<file path="config.mk">
export PLATFORM = sky130hd
export DESIGN_NAME = planar_odometry_integrator_flat
export DESIGN_NICKNAME = d
export VERILOG_FILES = /design/src/sv/poi_pkg.sv /design/src/sv/poi_if.sv /design/src/sv/planar_odometry_integrator.sv /design/src/sv/poi_cordic.sv /design/src/flat_wrapper.sv
export SDC_FILE = /design/constraint.sdc
export NUM_CORES = 2
export LEC_CHECK = 0
export ABC_CLOCK_PERIOD_IN_PS = 27000
export BUFFER_PORTS_ARGS = -buffer_cell sky130_fd_sc_hd__buf_2
export CAP_MARGIN = 10
export CORE_ASPECT_RATIO = 0.9
export CORE_UTILIZATION = 45
export DETAILED_ROUTE_END_ITERATION = 8
export GPL_TIMING_DRIVEN = 1
export SETUP_SLACK_MARGIN = 0.3
export SYNTH_ARGS = -nofsm -noshare
export SYNTH_HDL_FRONTEND = slang
export SYNTH_SLANG_ARGS = --single-unit
</file>
<file path="constraint.sdc">
create_clock -name clk_i -period 27 [get_ports clk_i]
set_input_delay 2.7 -clock clk_i [delete_from_list [all_inputs] [get_ports clk_i]]
set_output_delay 2.7 -clock clk_i [all_outputs]
set_load 0.05 [all_outputs]
</file>
<file path="src/sv/poi_pkg.sv">
`timescale 1ns / 1ps
// ----------------------------------------------------------------------------
// poi_pkg
// Shared constants, types and the arctangent table of the odometry integrator.
// ----------------------------------------------------------------------------
package poi_pkg;

  localparam int unsigned CordicStepsDefault = 16;
  localparam int unsigned PosBitsDefault     = 32;

  // CORDIC start vector, inverse of the infinite-iteration gain in Q2.30
  localparam logic signed [33:0] CordicGainQ30 = 34'sd652032875;
  // one million, the divisor for the distance
  localparam logic [19:0] OneE6 = 20'd1000000;

  typedef enum logic [2:0] {
    ST_IDLE,
    ST_DIST,
    ST_ROT,
    ST_MUL,
    ST_DONE
  } state_e;

  typedef struct packed {
    logic start;
    logic busy;
  } ctrl_t;

  // arctangent table in 2^-32 turn
  function automatic logic [31:0] atan_lut(input logic [4:0] idx);
    logic [31:0] r;
    begin
      unique case (idx)
        5'd0:  r = 32'd536870912;
        5'd1:  r = 32'd316933406;
        5'd2:  r = 32'd167458907;
        5'd3:  r = 32'd85004756;
        5'd4:  r = 32'd42667331;
        5'd5:  r = 32'd21354465;
        5'd6:  r = 32'd10679838;
        5'd7:  r = 32'd5340245;
        5'd8:  r = 32'd2670163;
        5'd9:  r = 32'd1335087;
        5'd10: r = 32'd667544;
        5'd11: r = 32'd333772;
        5'd12: r = 32'd166886;
        5'd13: r = 32'd83443;
        5'd14: r = 32'd41722;
        5'd15: r = 32'd20861;
        5'd16: r = 32'd10430;
        5'd17: r = 32'd5215;
        5'd18: r = 32'd2608;
        5'd19: r = 32'd1304;
        5'd20: r = 32'd652;
        5'd21: r = 32'd326;
        5'd22: r = 32'd163;
        5'd23: r = 32'd81;
        5'd24: r = 32'd41;
        5'd25: r = 32'd20;
        5'd26: r = 32'd10;
        5'd27: r = 32'd5;
        5'd28: r = 32'd3;
        5'd29: r = 32'd1;
        5'd30: r = 32'd1;
        default: r = 32'd0;
      endcase
      return r;
    end
  endfunction

endpackage

</file>
<file path="src/sv/poi_if.sv">
`timescale 1ns / 1ps
// ----------------------------------------------------------------------------
// poi_in_if / poi_out_if
// Valid/ready channels carrying odometry items and pose results.
// ----------------------------------------------------------------------------
interface poi_in_if;
  logic               valid;
  logic               ready;
  logic signed [15:0] lin_vel;
  logic signed [15:0] ang_vel;
  logic        [15:0] dt_us;
  modport source (output valid, lin_vel, ang_vel, dt_us, input ready);
  modport sink   (input valid, lin_vel, ang_vel, dt_us, output ready);
endinterface

interface poi_out_if;
  logic               valid;
  logic               ready;
  logic signed [31:0] pos_x;
  logic signed [31:0] pos_y;
  logic        [31:0] heading;
  logic signed [15:0] quat_z;
  logic signed [15:0] quat_w;
  logic signed [15:0] echo_lin_vel;
  logic signed [15:0] echo_ang_vel;
  modport source (output valid, pos_x, pos_y, heading, quat_z, quat_w,
                  echo_lin_vel, echo_ang_vel, input ready);
  modport sink   (input valid, pos_x, pos_y, heading, quat_z, quat_w,
                  echo_lin_vel, echo_ang_vel, output ready);
endinterface

</file>
<file path="src/sv/planar_odometry_integrator.sv">
`timescale 1ns / 1ps
// ----------------------------------------------------------------------------
// planar_odometry_integrator
// Dead-reckoning pose integrator with heading, saturating position and yaw
// quaternion.
// ----------------------------------------------------------------------------
// One item at a time. From one input transfer to the next an item passes
// through the distance divider (prescale, 40 restoring steps by one million,
// hand-off), the heading CORDIC, the position products, the half-heading
// CORDIC, the load of the output register and the idle state in which the
// next item is taken. Both CORDIC passes share a single unit. The result
// waits in an output register; while that register is full and not being
// drained the finished item waits and no new item is taken.
module planar_odometry_integrator #(
  parameter int unsigned CordicSteps = poi_pkg::CordicStepsDefault,
  parameter int unsigned PosBits     = poi_pkg::PosBitsDefault
) (
  input logic clk_i,
  input logic rst_ni,
  poi_in_if.sink    in_i,
  poi_out_if.source out_o
);

  localparam logic signed [PosBits-1:0] PosMax = {1'b0, {(PosBits-1){1'b1}}};
  localparam logic signed [PosBits-1:0] PosMin = {1'b1, {(PosBits-1){1'b0}}};

  poi_pkg::state_e state_q, state_d;

  logic signed [PosBits-1:0] x_acc_q, y_acc_q;
  logic        [31:0]        yaw_q;
  logic signed [15:0]        lin_q, ang_q;
  logic                      neg_q;
  logic        [39:0]        num_q;   // magnitude shift register / quotient
  logic        [20:0]        rem_q;
  logic        [5:0]         cnt_q;
  logic                      half_q;  // second CORDIC pass
  logic signed [33:0]        c_q, s_q;
  logic signed [33:0]        d_q;
  logic signed [67:0]        px_q, py_q;
  logic        [1:0]         mstep_q;

  logic                      out_valid_q;
  logic signed [31:0]        ox_q, oy_q;
  logic        [31:0]        oh_q;
  logic signed [15:0]        oz_q, ow_q, oel_q, oea_q;

  poi_pkg::ctrl_t            cctl;
  logic                      cdone;
  logic signed [33:0]        ccos, csin;
  logic        [31:0]        cang;

  logic                      accept, take_out, slot_free;
  logic signed [31:0]        prod_in;
  logic        [20:0]        rem_sh;
  logic        [20:0]        rem_sub;
  logic signed [52:0]        mul_p;

  assign slot_free = !out_valid_q || out_o.ready;
  assign take_out  = out_valid_q && out_o.ready;
  assign accept    = in_i.valid && in_i.ready;
  assign prod_in   = 32'(in_i.lin_vel * $signed({1'b0, in_i.dt_us}));

  // next state
  always_comb begin
    state_d = state_q;
    unique case (state_q)
      poi_pkg::ST_IDLE: if (accept) state_d = poi_pkg::ST_DIST;
      poi_pkg::ST_DIST: if (cnt_q == 6'd41) state_d = poi_pkg::ST_ROT;
      poi_pkg::ST_ROT:  if (cdone) state_d = half_q ? poi_pkg::ST_DONE : poi_pkg::ST_MUL;
      poi_pkg::ST_MUL:  if (mstep_q == 2'd2) state_d = poi_pkg::ST_ROT;
      poi_pkg::ST_DONE: if (slot_free) state_d = poi_pkg::ST_IDLE;
      default:          state_d = poi_pkg::ST_IDLE;
    endcase
  end

  // handshake and CORDIC control
  always_comb begin
    in_i.ready = (state_q == poi_pkg::ST_IDLE);
    cctl.start = ((state_q == poi_pkg::ST_DIST) && (cnt_q == 6'd41)) ||
                 ((state_q == poi_pkg::ST_MUL) && (mstep_q == 2'd2));
    cctl.busy  = (state_q == poi_pkg::ST_ROT);
  end

  assign cang = half_q || (state_q == poi_pkg::ST_MUL) ? {1'b0, yaw_q[31:1]} : yaw_q;

  poi_cordic #(.CordicSteps(CordicSteps)) u_cordic (
    .clk_i, .rst_ni, .ctrl_i(cctl), .angle_i(cang),
    .done_o(cdone), .cos_o(ccos), .sin_o(csin)
  );

  // restoring division step of |p|*256 (p = lin*dt, 40 bits) by one million
  assign rem_sh  = {rem_q[19:0], num_q[39]};
  assign rem_sub = rem_sh - {1'b0, poi_pkg::OneE6};

  // shared position multiplier, distance fits 21 bits and cos/sin 32 bits
  assign mul_p = $signed(d_q[20:0]) *
                 (mstep_q == 2'd0 ? $signed(c_q[31:0]) : $signed(s_q[31:0]));

  function automatic logic signed [15:0] to_q14(input logic signed [33:0] v);
    logic signed [33:0] r;
    begin
      r = (v + 34'sd32768) >>> 16;
      if (r > 34'sd16384) r = 34'sd16384;
      else if (r < -34'sd16384) r = -34'sd16384;
      return r[15:0];
    end
  endfunction

  function automatic logic signed [PosBits-1:0] sat_add(
      input logic signed [PosBits-1:0] a, input logic signed [67:0] p);
    logic signed [68:0] t;
    logic signed [68:0] sm;
    begin
      t  = (69'(p) + 69'sd536870912) >>> 30;
      sm = 69'(a) + t;
      if (sm > 69'(PosMax)) return PosMax;
      if (sm < 69'(PosMin)) return PosMin;
      return sm[PosBits-1:0];
    end
  endfunction

  function automatic logic signed [31:0] sat32(input logic signed [PosBits-1:0] v);
    logic signed [48:0] w;
    begin
      w = 49'(v);
      if (w > 49'sh7FFF_FFFF) return 32'sh7FFF_FFFF;
      if (w < -49'sh8000_0000) return 32'sh8000_0000;
      return w[31:0];
    end
  endfunction

  always_ff @(posedge clk_i or negedge rst_ni) begin
    if (!rst_ni) begin
      state_q     <= poi_pkg::ST_IDLE;
      out_valid_q <= 1'b0;
      x_acc_q     <= '0;
      y_acc_q     <= '0;
      yaw_q       <= '0;
    end else begin
      state_q <= state_d;
      // result register fills from the done state, empties on transfer
      if (state_q == poi_pkg::ST_DONE && slot_free) out_valid_q <= 1'b1;
      else if (take_out) out_valid_q <= 1'b0;
      // heading update on transfer
      if (accept) yaw_q <= yaw_q + ((32'(in_i.ang_vel) * 32'(in_i.dt_us)) << 4);
      // position update, both products added to the accumulators with saturation
      if (state_q == poi_pkg::ST_MUL && mstep_q == 2'd2) begin
        x_acc_q <= sat_add(x_acc_q, px_q);
        y_acc_q <= sat_add(y_acc_q, py_q);
      end
    end
  end

  // datapath
  always_ff @(posedge clk_i) begin
    unique case (state_q)
      poi_pkg::ST_IDLE: begin
        if (accept) begin
          lin_q  <= in_i.lin_vel;
          ang_q  <= in_i.ang_vel;
          neg_q  <= prod_in[31];
          num_q  <= {8'h00, (prod_in[31] ? -prod_in : prod_in)};
          rem_q  <= '0;
          cnt_q  <= '0;
          half_q <= 1'b0;
        end
      end
      poi_pkg::ST_DIST: begin
        if (cnt_q == 6'd0) begin
          // prescale by 256 and add half the divisor for rounding
          num_q <= {num_q[31:0], 8'h00} + 40'd500000;
          cnt_q <= cnt_q + 1'b1;
        end else if (cnt_q != 6'd41) begin
          if (!rem_sub[20]) begin
            rem_q <= rem_sub;
            num_q <= {num_q[38:0], 1'b1};
          end else begin
            rem_q <= rem_sh;
            num_q <= {num_q[38:0], 1'b0};
          end
          cnt_q <= cnt_q + 1'b1;
        end else begin
          d_q <= neg_q ? -34'(num_q) : 34'(num_q);
        end
      end
      poi_pkg::ST_ROT: begin
        if (cdone) begin
          c_q <= ccos;
          s_q <= csin;
          mstep_q <= '0;
        end
      end
      poi_pkg::ST_MUL: begin
        if (mstep_q == 2'd0) px_q <= 68'(mul_p);
        if (mstep_q == 2'd1) py_q <= 68'(mul_p);
        if (mstep_q == 2'd2) half_q <= 1'b1;
        mstep_q <= mstep_q + 1'b1;
      end
      poi_pkg::ST_DONE: begin
        if (slot_free) begin
          ox_q  <= sat32(x_acc_q);
          oy_q  <= sat32(y_acc_q);
          oh_q  <= yaw_q;
          oz_q  <= to_q14(s_q);
          ow_q  <= to_q14(c_q);
          oel_q <= lin_q;
          oea_q <= ang_q;
        end
      end
      default: ;
    endcase
  end

  assign out_o.valid        = out_valid_q;
  assign out_o.pos_x        = ox_q;
  assign out_o.pos_y        = oy_q;
  assign out_o.heading      = oh_q;
  assign out_o.quat_z       = oz_q;
  assign out_o.quat_w       = ow_q;
  assign out_o.echo_lin_vel = oel_q;
  assign out_o.echo_ang_vel = oea_q;

endmodule

</file>
<file path="src/sv/poi_cordic.sv">
`timescale 1ns / 1ps
// ----------------------------------------------------------------------------
// poi_cordic
// Iterative rotation-mode CORDIC, one micro-rotation per cycle, giving cosine
// and sine in Q2.30 of a 32-bit binary angle.
// ----------------------------------------------------------------------------
module poi_cordic #(
  parameter int unsigned CordicSteps = poi_pkg::CordicStepsDefault
) (
  input  logic               clk_i,
  input  logic               rst_ni,
  input  poi_pkg::ctrl_t     ctrl_i,
  input  logic        [31:0] angle_i,
  output logic               done_o,
  output logic signed [33:0] cos_o,
  output logic signed [33:0] sin_o
);

  localparam int unsigned IterW = 5;
  localparam logic [IterW-1:0] LastIter = IterW'(CordicSteps - 1);

  logic              run_q, run_d;
  logic [IterW-1:0]  iter_q, iter_d;
  logic              flip_q, flip_d;
  logic signed [33:0] x_q, x_d, y_q, y_d;
  logic signed [33:0] z_q, z_d;
  logic signed [33:0] xs, ys, atn;
  logic              flip_in;

  assign flip_in = (angle_i + 32'h4000_0000) >= 32'h8000_0000;
  assign xs  = x_q >>> iter_q;
  assign ys  = y_q >>> iter_q;
  assign atn = {2'b00, poi_pkg::atan_lut(iter_q)};

  // iteration step
  always_comb begin
    run_d  = run_q;
    iter_d = iter_q;
    flip_d = flip_q;
    x_d    = x_q;
    y_d    = y_q;
    z_d    = z_q;
    done_o = 1'b0;
    if (ctrl_i.start) begin
      run_d  = 1'b1;
      iter_d = '0;
      flip_d = flip_in;
      x_d    = poi_pkg::CordicGainQ30;
      y_d    = '0;
      z_d    = 34'(signed'(flip_in ? (angle_i ^ 32'h8000_0000) : angle_i));
    end else if (run_q) begin
      if (!z_q[33]) begin
        x_d = x_q - ys;
        y_d = y_q + xs;
        z_d = z_q - atn;
      end else begin
        x_d = x_q + ys;
        y_d = y_q - xs;
        z_d = z_q + atn;
      end
      iter_d = iter_q + 1'b1;
      if (iter_q == LastIter) begin
        run_d  = 1'b0;
        done_o = 1'b1;
      end
    end
  end

  always_ff @(posedge clk_i or negedge rst_ni) begin
    if (!rst_ni) begin
      run_q <= 1'b0;
    end else begin
      run_q <= run_d;
    end
  end

  always_ff @(posedge clk_i) begin
    iter_q <= iter_d;
    flip_q <= flip_d;
    x_q    <= x_d;
    y_q    <= y_d;
    z_q    <= z_d;
  end

  // undo the half-turn pre-rotation on the final vector
  assign cos_o = flip_q ? -x_d : x_d;
  assign sin_o = flip_q ? -y_d : y_d;

endmodule

</file>
<file path="src/flat_wrapper.sv">
// flat-port wrapper written by rule: the top's interface ports become plain ports
module planar_odometry_integrator_flat 
#(
  parameter int unsigned CordicSteps = poi_pkg::CordicStepsDefault,
  parameter int unsigned PosBits     = poi_pkg::PosBitsDefault
)
  (clk_i, rst_ni, in_i_valid, in_i_lin_vel, in_i_ang_vel, in_i_dt_us, in_i_ready, out_o_valid, out_o_pos_x, out_o_pos_y, out_o_heading, out_o_quat_z, out_o_quat_w, out_o_echo_lin_vel, out_o_echo_ang_vel, out_o_ready);
  poi_in_if in_i_i ();
  poi_out_if out_o_i ();
  input logic clk_i;
  input logic rst_ni;
  input wire logic [$bits(in_i_i.valid)-1:0] in_i_valid;
  input wire logic [$bits(in_i_i.lin_vel)-1:0] in_i_lin_vel;
  input wire logic [$bits(in_i_i.ang_vel)-1:0] in_i_ang_vel;
  input wire logic [$bits(in_i_i.dt_us)-1:0] in_i_dt_us;
  output wire logic [$bits(in_i_i.ready)-1:0] in_i_ready;
  output wire logic [$bits(out_o_i.valid)-1:0] out_o_valid;
  output wire logic [$bits(out_o_i.pos_x)-1:0] out_o_pos_x;
  output wire logic [$bits(out_o_i.pos_y)-1:0] out_o_pos_y;
  output wire logic [$bits(out_o_i.heading)-1:0] out_o_heading;
  output wire logic [$bits(out_o_i.quat_z)-1:0] out_o_quat_z;
  output wire logic [$bits(out_o_i.quat_w)-1:0] out_o_quat_w;
  output wire logic [$bits(out_o_i.echo_lin_vel)-1:0] out_o_echo_lin_vel;
  output wire logic [$bits(out_o_i.echo_ang_vel)-1:0] out_o_echo_ang_vel;
  input wire logic [$bits(out_o_i.ready)-1:0] out_o_ready;
  assign in_i_i.valid = in_i_valid;
  assign in_i_i.lin_vel = in_i_lin_vel;
  assign in_i_i.ang_vel = in_i_ang_vel;
  assign in_i_i.dt_us = in_i_dt_us;
  assign in_i_ready = in_i_i.ready;
  assign out_o_valid = out_o_i.valid;
  assign out_o_pos_x = out_o_i.pos_x;
  assign out_o_pos_y = out_o_i.pos_y;
  assign out_o_heading = out_o_i.heading;
  assign out_o_quat_z = out_o_i.quat_z;
  assign out_o_quat_w = out_o_i.quat_w;
  assign out_o_echo_lin_vel = out_o_i.echo_lin_vel;
  assign out_o_echo_ang_vel = out_o_i.echo_ang_vel;
  assign out_o_i.ready = out_o_ready;
  planar_odometry_integrator #(.CordicSteps(CordicSteps), .PosBits(PosBits)) u_core (.clk_i(clk_i), .rst_ni(rst_ni), .in_i(in_i_i), .out_o(out_o_i));
endmodule
</file>
Word level (Yosys, flattened, before mapping)

Memories as Yosys holds them, arrays and structs flattened. A register that Yosys moved wholly into a read port is not among the register bits.
Cells that the tools add are included.

Add/subtract/negate cells: 23
Multiply operators: 3
$lt $le $gt $ge: 13
Equality and inequality tests: 17
Shift-type cells: 2
Multiplexer cells: 94
Bitwise operators: 3
Reduce and logical (&&, ||, !) cells: 30

Operator list:

| operator                                                               | number |
|---|---|
| 32-bit 2-to-1 mux                                                      | 19 |
| 34-bit 2-to-1 mux                                                      | 11 |
| 69-bit by 32-bit > comparator with 1-bit output, second input constant | 2 |
| 69-bit by 32-bit < comparator with 1-bit output, second input constant | 2 |
| 40-bit 2-to-1 mux                                                      | 3 |
| 53-bit by 31-bit adder with 54-bit output, second input constant       | 2 |
| 20-bit 2-to-1 mux                                                      | 4 |
| 40-bit one-hot mux with 2 select lines                                 | 1 |
| 34-bit by 17-bit adder with 34-bit output, second input constant       | 2 |
| 34-bit adder                                                           | 2 |
| 34-bit negator                                                         | 2 |
| 34-bit by 5-bit >>> shifter with 34-bit output                         | 2 |
| 34-bit subtractor                                                      | 2 |
| 32-bit by 24-bit adder with 33-bit output                              | 2 |
| 32-bit > comparator, second input constant                             | 2 |
| 32-bit < comparator, second input constant                             | 2 |
| 21-bit by 53-bit multiplier with 53-bit output                         | 1 |
| 53-bit 2-to-1 mux                                                      | 1 |
| 40-bit by 19-bit adder with 40-bit output, second input constant       | 1 |
| 20-bit one-hot mux with 2 select lines                                 | 1 |
| 18-bit by 16-bit > comparator with 1-bit output, second input constant | 2 |
| 18-bit by 15-bit < comparator with 1-bit output, second input constant | 2 |
| 1-bit 2-to-1 mux                                                       | 35 |
| 34-bit by 33-bit adder with 34-bit output                              | 1 |
| other kinds (46)                                                       | 81 |

Flip-flop bits (word level): 666
Bits in read-only memories: 960
Bits of input ports: 52
Logic and storage cells: 219
Memories kept: 1

Memory list:

| memory          | depth | bits a word | read ports | clocked after memory_dff | wr ports | line          | source |
|---|---|---|---|---|---|---|---|
| (no name shown) | 32    | 30          | 1          | 1                        | 0        | poi_pkg.sv:33 | `unique case (idx)` |

Depth between registers and ports, before layout

Depth in word-level cells: 9
Gate-level depth with buffers: 37

Hierarchy

A second synthesis with hierarchy kept.

Cell total of the unflattened synthesis: 9242
Area, all modules: 84589.9 µm²

Modules (own cells, without submodules):

| module                     | instances | cells an instance | area each (µm²) | seq. area each (µm²) |
|---|---|---|---|---|
| planar_odometry_integrator | 1         | 6832              | 65368.9         | 14263.7 |
| poi_cordic                 | 1         | 2410              | 19220.9         | 3138.0 |

Least setup slack after synthesis

No wires, ideal clock.

Path type: input -> register
From: input in_i_dt_us[6]
To: register u_core.yaw_q[31]
Library setup time: 0.123 ns
Arrival time: 9.620 ns
Data required time: 26.877 ns
Slack: 17.258 ns
Stages on the path: 30
Cell sequence: clkbuf_1 > and2_1 > fa_1 > inv_1 > fa_1 > fa_1 > inv_1 > fa_1 > fa_1 > inv_1 > fa_1 > inv_1 > ha_1 > or3_1 > o21ai_0 > a21oi_1 > a41o_1 > o41ai_1 > o21ai_0 > or2_2 > xnor2_1 > ha_1 > nor3_1 > o211ai_1 > a41oi_1 > o21ai_0 > xnor2_1 > xnor2_1 > nor2_1 > xnor2_1

Word-level cells in the longest chain between the ends: 2

RTL lines:

| what                                           | line                              | source |
|---|---|---|
| start: declaration                             | flat_wrapper.sv:15                | `input wire logic [$bits(in_i_i.dt_us)-1:0] in_i_dt_us;` |
| 16-bit by 17-bit multiplier with 28-bit output | planar_odometry_integrator.sv:145 | `if (accept) yaw_q <= yaw_q + ((32'(in_i.ang_vel) * 32'(in_i.dt_us)) << 4);` |
| 32-bit adder                                   | planar_odometry_integrator.sv:145 |  |
| end signal: assignment                         | planar_odometry_integrator.sv:145 |  |
| end: declaration                               | planar_odometry_integrator.sv:30  | `logic [31:0] yaw_q;` |

Every way passes these cells.
A chain may end at the register's enable or synchronous reset.

Worst setup path after layout

From: input in_i_dt_us[4]
To: register u_core.num_q[29], data pin

Word-level cells in the longest chain between the ends: 5

RTL lines:

| what                                               | line                              | source |
|---|---|---|
| 16-bit by 17-bit multiplier with 32-bit output (*) | planar_odometry_integrator.sv:61  | `assign prod_in = 32'(in_i.lin_vel * $signed({1'b0, in_i.dt_us}));` |
| 32-bit negator                                     | planar_odometry_integrator.sv:162 | `num_q <= {8'h00, (prod_in[31] ? -prod_in : prod_in)};` |
| 32-bit 2-to-1 mux (*)                              | planar_odometry_integrator.sv:162 |  |
| 40-bit 2-to-1 mux (*)                              | planar_odometry_integrator.sv:158 | `if (accept) begin` |
| 40-bit one-hot mux with 2 select lines (*)         | planar_odometry_integrator.sv:156 | `unique case (state_q)` |
| end signal: assignment                             | planar_odometry_integrator.sv:162 |  |
| end signal: assignment                             | planar_odometry_integrator.sv:171 | `num_q <= {num_q[31:0], 8'h00} + 40'd500000;` |
| end signal: assignment                             | planar_odometry_integrator.sv:176 | `num_q <= {num_q[38:0], 1'b1};` |
| end: declaration                                   | planar_odometry_integrator.sv:33  | `logic [39:0] num_q;` |

Mark *: on every way between the ends. The rest lies on a longest branch, timed or not. The select of a mux whose other input is x is not followed.

==> out/qor.yml <==
run_status:
  status: "finished clean"
logic_synthesis:
  synth_area_mm2: 0.0835
  synth_top_area_share_pct: 25.3
  synth-adder-area-share_pct: 33.9
  synthMuxAreaShare_pct: 4.22
  syn_avg_cell_area_um2: 9.22
  yosysSeqAreaShare_pct: 20.8
  synth-seq-cells: 630
  synth_cell_types: 95
  synth_compound_area_share_pct: 10.9
  synth_top_family_by_area: "adder cells"
  synth_flop_cell: "edfxtp_1"
  netlist_top_cells_area: "fa_1, edfxtp_1, ha_1, inv_1, nand2_1"
  synth-edff-count: 430
  syn_inst: 9052
  synth_xor_area_share_pct: 5.75
  synth_top_area_cell: "fa_1"
  yosys.area_share.simple_pct: 15.6
  async_reset_ff_share_pct: 15.4
  synth_warnings: 0
critical_path:
  reg2reg_from: "u_core.mstep_q[0]"
  path_delay_family: "adder cells"
  slowest_stage: "a2111oi_0"
  crit_buf_inv: 5
  cpMostUsedCell: "fa_1"
  r2r_end: "u_core.py_q[52]"
  r2r_cells: 30
  crit_start: "in_i_dt_us[4]"
  critPathMaxFanout: 32
  cpPeakStageDelay_ns: 0.86
  worstPathArrival_ns: 10.51
  cp-start-kind: "primary input"
  end_kind: "flip-flop"
  crit_type: "in2reg"
  r2r_slack_ns: 17.09
  required_ns: 27.43
cts:
  clockRootBuffer: "clkbuf_16"
  post-cts-setup-buffer-count: 0
  cts_resized: 0
  hold_buffers: 0
  clk_latency_ns: 0.73
  cts_inserted_buffers: 79
  clockBufferDepth: 3
  clk_pin_slew_ns: 0.06
  cts_tree: "done"
  htreeDepth: 3
  clock-sinks: 630
timing:
  rsz0062_at_grt: "false"
  period_minus_slack_ns: 10.09
  fin_tns_setup_ns: 0
  slew_headroom_pct: 22.8
  maxSlewViolCount: 0
  clock_skew_ns: 0.0413
  finalCritPeriodShare_pct: 37.4
  setup-violations-final: 0
  finalHoldViolations: 0
  fmax_mhz: 99.2
  tightestPinTransition_ns: 1.16
routing:
  firstDrtPassIters: 5
  drt-vias-per-instance: 5.64
  vias: 64300
  finalWirelength_um: 239000
  ant_nets: 0
  drt_iter0_markers: 5429
  drc_errors: 0
  drt-wirelength-per-cell_um: 21.0
die:
  pin_count: 214
  die_h_um: 411
  die-area_mm2: 0.187
  core_mm2: 0.184
  rows: 149
  start_util_pct: 45.4
  die_x_um: 456
cells_and_area:
  mostFrequentLayoutCells: "inv_1, fa_1, nand2_1"
  layout-drive-gt1-share_pct: 7.09
  mostFrequentLayoutCell: "inv_1"
  area_delta_synth_final_pct: 6.39
  final_nets: 10600
  fill_cells: 17300
job:
  cap_violations: 0
grt:
  grt_max_degree: 80
  grt_pass1_vias: 65500
  grt_pass1_wl_um: 376000
  gr-total-overflow: 0
  antenna_found_initial: 6
  grtUsageTotal_pct: 25.7
worst_hold_path:
  hold-path-endpoint: "u_core.out_o.echo_lin_vel[11]"
  hp-start: "u_core.lin_q[11]"
  min_path_type: "reg2reg"
  hold_path_depth: 0
place:
  hpwl_um: 180000
  port_buffers: 209
  gp_congestion: 0.988
## synth_stat cells, types with 32 or more instances
| library cell | n |
|---|---|
| o21ai_0 | 307 |
| nor2_1 | 478 |
| or2_2 | 37 |
| dfxtp_1 | 103 |
| a21oi_1 | 364 |
| o21bai_1 | 38 |
| edfxtp_1 | 430 |
| dfrtp_1 | 97 |
| nor2b_1 | 53 |
| nand3_1 | 154 |
| o21a_1 | 62 |
| nand2_1 | 1011 |
| a21o_1 | 117 |
| ha_1 | 560 |
| mux2i_1 | 92 |
| mux4_2 | 68 |
| o31ai_1 | 54 |
| and3_1 | 72 |
| or3_1 | 46 |
| nand2b_1 | 83 |
| o211ai_1 | 32 |
| a211oi_1 | 76 |
| and2_1 | 534 |
| xor2_1 | 198 |
| xnor2_1 | 350 |
| clkbuf_1 | 429 |
| inv_1 | 1399 |
| a31oi_1 | 64 |
| fa_1 | 1057 |
| mux2_2 | 67 |
| nor3_1 | 97 |
## routing by layer
metal | vias up | track usage, % | routed length, µm
met5 | - | 0 | 44
met4 | 6 | 9.29 | 9000
met3 | 415 | 4.25 | 17300
met2 | 2337 | 41.9 | 110000
met1 | 32200 | 34.4 | 103000
li1 | 29300 | - | -
## sequential cells by signal, summed over array words and instances, names as in the netlist, 32 cells and up
| register | count |
|---|---|
| u_core.y_acc_q | 32 |
| u_core.u_cordic.z_q | 34 |
| u_core.u_cordic.x_q | 34 |
| u_core.out_o.pos_x | 32 |
| u_core.num_q | 40 |
| u_core.out_o.pos_y | 32 |
| u_core.s_q | 34 |
| u_core.u_cordic.y_q | 34 |
| u_core.c_q | 34 |
| u_core.x_acc_q | 32 |
## logic make-up after synthesis
| family | after synthesis |
|---|---|
| simple gates | 2704 |
| compound gates | 1403 |
| flops | 630 |
| buf+inv | 1893 |
| fa+ha+maj | 1634 |
| xor+xnor | 548 |
| other cells | 1 |
| mux | 239 |
## worst register-to-register path, delay by kind of cell (launching register included)
kind	cells	cell delay, ns
AOI/OAI and AO/OA	12	2.88
adders and majority gates	9	4.17
muxes	1	0.66
xor gates and xnor gates	1	0.49
and+or+nand+nor	1	0.30
buffers and inverters	6	0.73
DFF	1	0.39
## worst max-delay path by stage
stage               cells past startpoint  slack (ns)               end
finish                                 26       16.91  u_core.num_q[29]
global route                           30       16.49  u_core.yaw_q[31]
CTS                                    30       17.01   u_core.py_q[52]
detailed placement                     30       16.27  u_core.yaw_q[31]
global placement                       26       16.24  u_core.num_q[30]
floorplan                              30       17.26  u_core.yaw_q[31]
## metrics by stage
| stage | util (%) | hold WS, ns | cell area (µm²) | std cells | worst slack [ns] |
|---|---|---|---|---|---|
| final | 48.3 | 0.411 | 88800 | 11400 | 16.91 |
| after global routing | 48.3 | 0.414 | 88800 | 11400 | 16.49 |
| after CTS | 48.3 | 0.411 | 88800 | 11400 | 17.01 |
| after detailed placement | 46.9 | 0.405 | 86200 | 11300 | 16.27 |
| after global placement | 46.9 | 0.400 | 86200 | 11300 | 16.24 |
| after floorplan | - | 0.400 | 83500 | 9055 | 17.26 |
## cell type report
type	count	area [µm²]	share of cell area (%)
clock inverters	49	551	0.620
well taps	2416	3020	3.40
flip-flops and latches	630	17400	19.6
clock buffers	96	2090	2.36
multi-input cells	6532	58900	66.3
repair buffers	282	1600	1.80
diodes	2	5.00	0.00563
inverters	1401	5260	5.92
Power is not shown: default switching activity piles up to over one toggle a cycle in this logic, so the estimate is an artifact.
